--- config.mk ---
export PLATFORM = sky130hd
export DESIGN_NAME = segment_width_gap_stats_core
export DESIGN_NICKNAME = d
export VERILOG_FILES = /design/src/hw/rtl/swgs_pkg.sv /design/src/hw/rtl/segment_width_gap_stats_core.sv
export SDC_FILE = /design/constraint.sdc
export NUM_CORES = 1
export LEC_CHECK = 0
export BUFFER_PORTS_ARGS = -buffer_cell sky130_fd_sc_hd__buf_2
export CAP_MARGIN = 20
export CORE_AREA = 2 2 277 279
export CTS_BUF_LIST = sky130_fd_sc_hd__clkbuf_16
export DETAILED_ROUTE_END_ITERATION = 10
export DIE_AREA = 0 0 279 281
export SLEW_MARGIN = 15
export SYNTH_ARGS = -nofsm -noshare
export SYNTH_HDL_FRONTEND = slang
export SYNTH_SLANG_ARGS = --single-unit
--- constraint.sdc ---
create_clock -name clk_i -period 16.4 [get_ports clk_i]
set_input_delay 0.82 -clock clk_i [delete_from_list [all_inputs] [get_ports clk_i]]
set_output_delay 0.82 -clock clk_i [all_outputs]
set_load 0.02 [all_outputs]
--- src/hw/rtl/swgs_pkg.sv ---
// ----------------------------------------------------------------------------
// swgs_pkg: shared types and constants for segment width and gap statistics
// holds the sequencer state type and the fixed datapath widths
// ----------------------------------------------------------------------------
package swgs_pkg;

  localparam int unsigned COORD_W    = 16;  // point coordinate width
  localparam int unsigned DIST_W     = 17;  // distance / ratio width
  localparam int unsigned SQ_W       = 34;  // squared distance, padded to pairs
  localparam int unsigned REM_W      = 18;  // root remainder width
  localparam int unsigned ALU_W      = 20;  // shared subtractor width
  localparam int unsigned ROOT_STEPS = 17;  // one result bit per step
  localparam int unsigned CNT_W      = 5;

  localparam logic [DIST_W-1:0] GAP_ALL_ONES = '1;
  localparam logic [DIST_W-1:0] RATIO_ONE    = DIST_W'(65536);

  typedef enum logic [2:0] {
    ST_IDLE,
    ST_SQ_X,
    ST_SQ_Y,
    ST_ROOT,
    ST_GAP,
    ST_DIV,
    ST_OUT
  } swgs_state_e;

endpackage

--- src/hw/rtl/segment_width_gap_stats_core.sv ---
// ----------------------------------------------------------------------------
// segment_width_gap_stats_core: laser segment width and gap statistics
// iterative square root and divider on one shared subtractor
// ----------------------------------------------------------------------------
// usage
//   points of one segment enter on the input channel (in_valid_i / in_stall_o),
//   one signed mm point per transfer, last_point_i marks the segment end.
//   one result transfer leaves on the output channel (out_valid_o / out_stall_i)
//   for each segment; its fields are held in registers. extended_mode is written
//   via cfg_we_i / cfg_wdata_i by the user only while idle, unenforced by the block.
// sequence
//   the first point of a segment is only stored. every later point needs a
//   gap distance: the x and y squares, 17 root steps and a gap update. the
//   last point adds the width distance and, in extended mode with a nonzero
//   largest gap, a 17 step ratio divide. all root and divide steps go
//   through one 20 bit subtract/compare unit, and both squares through one
//   16x16 multiplier, so one point is in work at a time and in_stall_o stays
//   high until the block is idle again.
// reset and stall
//   reset clears the mode register, the point count and the gap trackers.
//   a result waits in its registers while out_stall_i is high; no new point
//   is taken until the result transfer completes, after which the segment
//   state is re-armed.
// ----------------------------------------------------------------------------
module segment_width_gap_stats_core
  import swgs_pkg::*;
(
  input  logic                      clk_i,
  input  logic                      rst_ni,
  // configuration
  input  logic                      cfg_we_i,
  input  logic                      cfg_wdata_i,
  // point input
  input  logic                      in_valid_i,
  output logic                      in_stall_o,
  input  logic signed [COORD_W-1:0] point_x_i,
  input  logic signed [COORD_W-1:0] point_y_i,
  input  logic                      last_point_i,
  // result output
  output logic                      out_valid_o,
  input  logic                      out_stall_i,
  output logic [DIST_W-1:0]         width_o,
  output logic [DIST_W-1:0]         min_gap_o,
  output logic [DIST_W-1:0]         max_gap_o,
  output logic [DIST_W-1:0]         gap_ratio_o,
  output logic                      too_few_points_o
);

  swgs_state_e state_q, state_d;

  logic                      ext_mode_q;
  logic [1:0]                points_seen_q;
  logic [DIST_W-1:0]         least_q, greatest_q;
  logic signed [COORD_W-1:0] first_x_q, first_y_q, prev_x_q, prev_y_q;
  logic signed [COORD_W-1:0] x_q, y_q;
  logic                      last_q;
  logic                      width_pass_q;   // 0: gap distance, 1: width distance

  logic [SQ_W-1:0]           acc_q;          // squared distance, shifted out by pairs
  logic [REM_W-1:0]          rem_q;          // root remainder or divide remainder
  logic [DIST_W-1:0]         root_q;         // root bits or quotient bits
  logic [CNT_W-1:0]          cnt_q;

  logic [DIST_W-1:0]         width_q, min_q, max_q, ratio_q;
  logic                      few_q;

  logic in_xfer, out_xfer, step_done;

  assign in_stall_o  = (state_q != ST_IDLE);
  assign out_valid_o = (state_q == ST_OUT);
  assign in_xfer     = in_valid_i && !in_stall_o;
  assign out_xfer    = out_valid_o && !out_stall_i;
  assign step_done   = (cnt_q == '0);

  // coordinate differences against previous or first point
  logic signed [COORD_W:0] dx, dy;
  logic [COORD_W-1:0]      adx, ady, mul_op;
  logic [2*COORD_W-1:0]    product;

  always_comb begin
    if (width_pass_q) begin
      dx = (COORD_W+1)'(x_q) - (COORD_W+1)'(first_x_q);
      dy = (COORD_W+1)'(y_q) - (COORD_W+1)'(first_y_q);
    end else begin
      dx = (COORD_W+1)'(x_q) - (COORD_W+1)'(prev_x_q);
      dy = (COORD_W+1)'(y_q) - (COORD_W+1)'(prev_y_q);
    end
  end

  assign adx     = dx[COORD_W] ? COORD_W'(-dx) : dx[COORD_W-1:0];
  assign ady     = dy[COORD_W] ? COORD_W'(-dy) : dy[COORD_W-1:0];
  assign mul_op  = (state_q == ST_SQ_X) ? adx : ady;
  assign product = mul_op * mul_op;

  // shared subtract/compare unit
  logic [ALU_W-1:0] alu_a, alu_b;
  logic [ALU_W:0]   alu_diff;
  logic             alu_ge;
  logic             div_bit;

  // only the top dividend bit below the skipped part is nonzero
  assign div_bit = (cnt_q == CNT_W'(ROOT_STEPS - 1)) ? least_q[0] : 1'b0;

  always_comb begin
    if (state_q == ST_DIV) begin
      alu_a = {{(ALU_W-DIST_W-1){1'b0}}, rem_q[DIST_W-1:0], div_bit};
      alu_b = ALU_W'(greatest_q);
    end else begin
      alu_a = {rem_q, acc_q[SQ_W-1 -: 2]};
      alu_b = ALU_W'({root_q, 2'b01});
    end
  end

  assign alu_diff = {1'b0, alu_a} - {1'b0, alu_b};
  assign alu_ge   = !alu_diff[ALU_W];

  logic [DIST_W-1:0] root_next;
  assign root_next = {root_q[DIST_W-2:0], alu_ge};

  logic run_div;
  assign run_div = ext_mode_q && (greatest_q != '0);

  // sequencer
  always_comb begin
    state_d = state_q;
    unique case (state_q)
      ST_IDLE: begin
        if (in_xfer) begin
          if (points_seen_q != 2'd0) begin
            state_d = ST_SQ_X;
          end else if (last_point_i) begin
            state_d = ST_OUT;
          end
        end
      end
      ST_SQ_X: state_d = ST_SQ_Y;
      ST_SQ_Y: state_d = ST_ROOT;
      ST_ROOT: begin
        if (step_done) begin
          if (!width_pass_q) begin
            state_d = ST_GAP;
          end else if (run_div) begin
            state_d = ST_DIV;
          end else begin
            state_d = ST_OUT;
          end
        end
      end
      ST_GAP:  state_d = last_q ? ST_SQ_X : ST_IDLE;
      ST_DIV:  state_d = step_done ? ST_OUT : ST_DIV;
      ST_OUT:  state_d = out_xfer ? ST_IDLE : ST_OUT;
      default: state_d = ST_IDLE;
    endcase
  end

  always_ff @(posedge clk_i or negedge rst_ni) begin
    if (!rst_ni) begin
      state_q <= ST_IDLE;
    end else begin
      state_q <= state_d;
    end
  end

  always_ff @(posedge clk_i or negedge rst_ni) begin
    if (!rst_ni) begin
      ext_mode_q <= 1'b0;
    end else if (cfg_we_i) begin
      ext_mode_q <= cfg_wdata_i;
    end
  end

  // segment state
  always_ff @(posedge clk_i or negedge rst_ni) begin
    if (!rst_ni) begin
      points_seen_q <= 2'd0;
      least_q       <= GAP_ALL_ONES;
      greatest_q    <= '0;
      first_x_q     <= '0;
      first_y_q     <= '0;
      prev_x_q      <= '0;
      prev_y_q      <= '0;
      width_pass_q  <= 1'b0;
    end else begin
      unique case (state_q)
        ST_IDLE: begin
          width_pass_q <= 1'b0;
          if (in_xfer && points_seen_q == 2'd0) begin
            first_x_q     <= point_x_i;
            first_y_q     <= point_y_i;
            prev_x_q      <= point_x_i;
            prev_y_q      <= point_y_i;
            points_seen_q <= 2'd1;
          end
        end
        ST_GAP: begin
          if (root_q < least_q) begin
            least_q <= root_q;
          end
          if (root_q > greatest_q) begin
            greatest_q <= root_q;
          end
          prev_x_q      <= x_q;
          prev_y_q      <= y_q;
          points_seen_q <= 2'd2;
          width_pass_q  <= 1'b1;
        end
        ST_OUT: begin
          // re-arm for the next segment
          if (out_xfer) begin
            points_seen_q <= 2'd0;
            least_q       <= GAP_ALL_ONES;
            greatest_q    <= '0;
            first_x_q     <= '0;
            first_y_q     <= '0;
            prev_x_q      <= '0;
            prev_y_q      <= '0;
          end
        end
        default: ;
      endcase
    end
  end

  // datapath and result registers
  always_ff @(posedge clk_i) begin
    case (state_q)
      ST_IDLE: begin
        if (in_xfer) begin
          x_q    <= point_x_i;
          y_q    <= point_y_i;
          last_q <= last_point_i;
          // single point segment result
          width_q <= '0;
          min_q   <= '0;
          max_q   <= '0;
          ratio_q <= '0;
          few_q   <= 1'b1;
        end
      end
      ST_SQ_X: acc_q <= SQ_W'(product);
      ST_SQ_Y: begin
        acc_q  <= acc_q + SQ_W'(product);
        rem_q  <= '0;
        root_q <= '0;
        cnt_q  <= CNT_W'(ROOT_STEPS - 1);
      end
      ST_ROOT: begin
        acc_q <= {acc_q[SQ_W-3:0], 2'b00};
        if (step_done && width_pass_q) begin
          width_q <= root_next;
          min_q   <= ext_mode_q ? least_q : '0;
          max_q   <= ext_mode_q ? greatest_q : '0;
          ratio_q <= '0;
          few_q   <= 1'b0;
          // divide setup: dividend is least << 16, quotient fits 17 bits
          rem_q   <= REM_W'(least_q[DIST_W-1:1]);
          root_q  <= '0;
          cnt_q   <= CNT_W'(ROOT_STEPS - 1);
        end else begin
          rem_q  <= alu_ge ? alu_diff[REM_W-1:0] : alu_a[REM_W-1:0];
          root_q <= root_next;
          cnt_q  <= cnt_q - CNT_W'(1);
        end
      end
      ST_DIV: begin
        rem_q  <= alu_ge ? alu_diff[REM_W-1:0] : alu_a[REM_W-1:0];
        root_q <= root_next;
        cnt_q  <= cnt_q - CNT_W'(1);
        if (step_done) begin
          ratio_q <= root_next;
        end
      end
      default: ;
    endcase
  end

  assign width_o          = width_q;
  assign min_gap_o        = min_q;
  assign max_gap_o        = max_q;
  assign gap_ratio_o      = ratio_q;
  assign too_few_points_o = few_q;

`ifndef NO_ASSERTIONS
  a_few_zero: assert property (@(posedge clk_i) disable iff (!rst_ni)
    out_valid_o && too_few_points_o |->
      width_o == '0 && min_gap_o == '0 && max_gap_o == '0 && gap_ratio_o == '0)
    else $error("single point result carries nonzero fields");

  a_min_le_max: assert property (@(posedge clk_i) disable iff (!rst_ni)
    out_valid_o |-> min_gap_o <= max_gap_o)
    else $error("min gap above max gap");

  a_ratio_range: assert property (@(posedge clk_i) disable iff (!rst_ni)
    out_valid_o |-> gap_ratio_o <= RATIO_ONE)
    else $error("gap ratio above one");

  a_point_taken: assert property (@(posedge clk_i) disable iff (!rst_ni)
    in_xfer |=> in_stall_o || points_seen_q != 2'd0)
    else $error("accepted point left no trace");

  a_cnt_range: assert property (@(posedge clk_i) disable iff (!rst_ni)
    (state_q == ST_ROOT || state_q == ST_DIV) |-> cnt_q < CNT_W'(ROOT_STEPS))
    else $error("step counter out of range");
`endif

endmodule

==> results by group <==
Outcome
  • Status: complete, no violations

Finish
  • # diodes: 0
  • Area growth syn-to-layout: 11.62%
  • Storage cell area: 7936 um2
  • Fillers: 7591
  • Nets: 3061
  • Layout cell share with drive strength beyond 1: 11.38%
  • Area occupied by multi-input gates: 15140 um2

Place
  • DPL Wire Length: around 46000 um
  • GP Congestion: 0.8838
  • Port buffer count: 109

Die
  • Die ar.: between 70000 and 80000 um2
  • Num rows: 101
  • IO Pins: 110
  • Placeable Area: 75440 um2
  • Starting Density: 32.76%
  • Die H: 281 um
  • DIE WIDTH: between 200 and 300 um

Routing
  • First DRT Iteration DRCs: 1305
  • Via density: 5.066
  • Routed Wire Length: 62230 um
  • Final ANT Viol Nets: 0
  • DRC: 0
  • Routed len/inst: 17.09 um
  • Vias: 18450
  • Drt pass-1 iters: 7

STA
  • Relative slew slack: 29.92%
  • Final setup viols: 0
  • Setup tns final: 0 ps
  • RSZ-0062 raised after global routing: no
  • Final period util: between 70% and 80%
  • FMAX: 79.15 MHz
  • Max Slew Vio Count: 0
  • Tmin final: 12630 ps
  • Slew @ Worst Pin: 1051 ps
  • Clk_skew: 27.79 ps
  • Hold Vio Cnt, Final: 0

Worst setup path
  • Max incr delay on CP: 660 ps
  • R2R Setup Slk: 3770 ps
  • Most used cell, CP: fa_1
  • Max FO, Critical Path: 34
  • R2R depth: 43
  • Slowest CP cell: a21oi_1
  • Kind of start point of the critical path: flip-flop
  • Reg-to-Reg Start: width_pass_q$_DFFE_PN0P_
  • CP Class: flip-flop to flip-flop
  • CP Capture Type: flip-flop
  • Critical Path RT: 16700 ps
  • Worst r2r dst: acc_q[30]$_DFFE_PP_
  • Worst EP arrival: 12930 ps

Logic synthesis
  • Synthesized flop and latch total: 281
  • Most common cell in the synthesized netlist: inv_1
  • Synth Area in Compound Gates: 14.54%
  • Syn nets: 2978
  • Ys Warns: 0
  • Top-area cell type share of the netlist area: a little over a fifth
  • Xor/xnor cell area share of the yosys netlist: 4.380%
  • Mapped cell area: around 25000 um2
  • Synth cell count leaders: inv_1, nand2_1, ha_1
  • Post-Syn Instances: 2554
  • Adder-cell share of the synthesized area: about a quarter
  • Synth Flop Type: edfxtp_1
  • Largest family of logic cells by synthesized area: adder cells
  • Post-synth cell types: 102
  • Post-Syn Area per Cell: 9.676 um2
  • Area leader, netlist: edfxtp_1
  • Sequential share of the synthesized area: 32.10%
  • EDFF count, synth: 176
  • Post-synth ARST share: a little under two fifths
  • Simple-gate share of the synthesized area: 13.16%
  • Mux contribution to synthesized area: under 10%
  • Top cells by area, synth: edfxtp_1, fa_1, ha_1

Clock tree
  • CTS sink cnt: 281
  • Post-CTS Setup Inserts: 0
  • Maximum root-to-sink buffer count: 3
  • Clock root cell: clkbuf_16
  • Clk pin slew, worst setup/hold paths: 60 ps
  • CTS Buf Count: 34
  • Cts repair resizes: 0
  • Worst skew pair latency: about 560 ps
  • Cts hold-fix bufs: 0
  • CTS tree: built
  • H-tree depth: 2

Global route
  • GRT overflow: 0
  • Initial antenna violation count: 1
  • Vias in the first global route: 18640
  • Largest net degree at the start of global routing: 78
  • First-pass GRT wire length: a little over 100000 um
  • GRT Util Overall: approximately 16%

Run
  • Max cap viols: 0

Min path
  • Worst Hold Class: input port to asynchronous set/reset pin
## cells in the final DEF, fill, tap and decap left out, drive strengths merged, types with 5 or more instances in the layout
cell type and n:
inv 359, and3 66, or3 7, mux2i 74
and2 45, o21ai 118, nor2b 19, o211ai 16
dfstp 17, o31ai 8, ha 221, a21oi 127
a21o 50, mux2 31, nand2 230, fa 164
o21a 27, or2 8, o22ai 5, a222oi 32
nand4 13, clkbuf 35, a31oi 18, o21bai 10
dfrtp 88, xnor2 96, nand3 28, nor2 205
o31a 5, a22o 34, a21boi 5, xor2 25
edfxtp 176, nand2b 25, clkinv 18, o41ai 5
buf 138, nor4 8, nor3 27, a211oi 16
## state kept, by name, summed over array words and instances, names as in the netlist, 17 cells and up
signal	cells
least_q	17
greatest_q	17
min_gap_o	17
acc_q	34
root_q	17
width_o	17
rem_q	18
max_gap_o	17
gap_ratio_o	17
## through the flow
stage | instance area [um2] | setup slack, ps | hold slack, ps | cells | util [%]
after detailed placement | 26390 | 3832 | 474.2 | 3577 | 34.98
final | 27580 | 3766 | 362.1 | 3641 | 36.56
after global placement | 26380 | 4110 | 468.0 | 3576 | 34.97
after global routing | 27580 | 2998 | 427.2 | 3641 | 36.56
after CTS | 27550 | 3783 | 369.9 | 3639 | 36.52
after floorplan | 24710 | 5415 | 452.1 | 2554 | -
## cells by family (layout without fill, tap and decap cells)
| group | after synthesis | count (layout) |
|---|---|---|
| muxes | 105 | 105 |
| and+or+nand+nor | 691 | 691 |
| AOI/OAI and AO/OA | 525 | 525 |
| xor gates and xnor gates | 121 | 121 |
| adders and majority gates | 385 | 385 |
| buffers and inverters | 446 | 555 |
| DFF | 281 | 281 |
## layer usage
layer	global-route usage (%)	vias up	part of all wire (%)
li1	-	8985	-
met1	22.06	8904	47
met2	25.78	479	45
met3	2.685	75	5.4
met4	4.439	2	2.2
met5	0	-	0.019
## how the worst max path moves through the flow
stage	start	end	slack, ps	cells past startpoint
global placement	width_pass_q$_DFFE_PN0P_	acc_q[30]$_DFFE_PP_	4110	43
floorplan	width_pass_q$_DFFE_PN0P_	acc_q[30]$_DFFE_PP_	5420	46
global route	width_pass_q$_DFFE_PN0P_	acc_q[30]$_DFFE_PP_	3000	43
detailed placement	width_pass_q$_DFFE_PN0P_	acc_q[30]$_DFFE_PP_	3830	43
CTS	width_pass_q$_DFFE_PN0P_	acc_q[30]$_DFFE_PP_	3780	43
finish	width_pass_q$_DFFE_PN0P_	acc_q[30]$_DFFE_PP_	3770	43
## critical path: cells and delay by family (launching register included)
kind	cells	cell delay (ps)
and+or+nand+nor	8	1110
DFF	1	330
AOI/OAI and AO/OA	14	4090
muxes	2	560
xor gates and xnor gates	2	410
adders and majority gates	10	4370
buffers and inverters	7	1440
## layout make-up
class / count / share of cell area, %
clock buffers: 35 / 3.175
flip-flops and latches: 281 / 28.77
repair buffers: 138 / 2.849
multi-input cells: 1827 / 54.89
well taps: 978 / 4.436
clock inverters: 27 / 1.034
inverters: 355 / 4.840
Power is left out: the tool's default activity adds up to more than one toggle a clock period on the data nets, which glitch-free logic cannot reach.
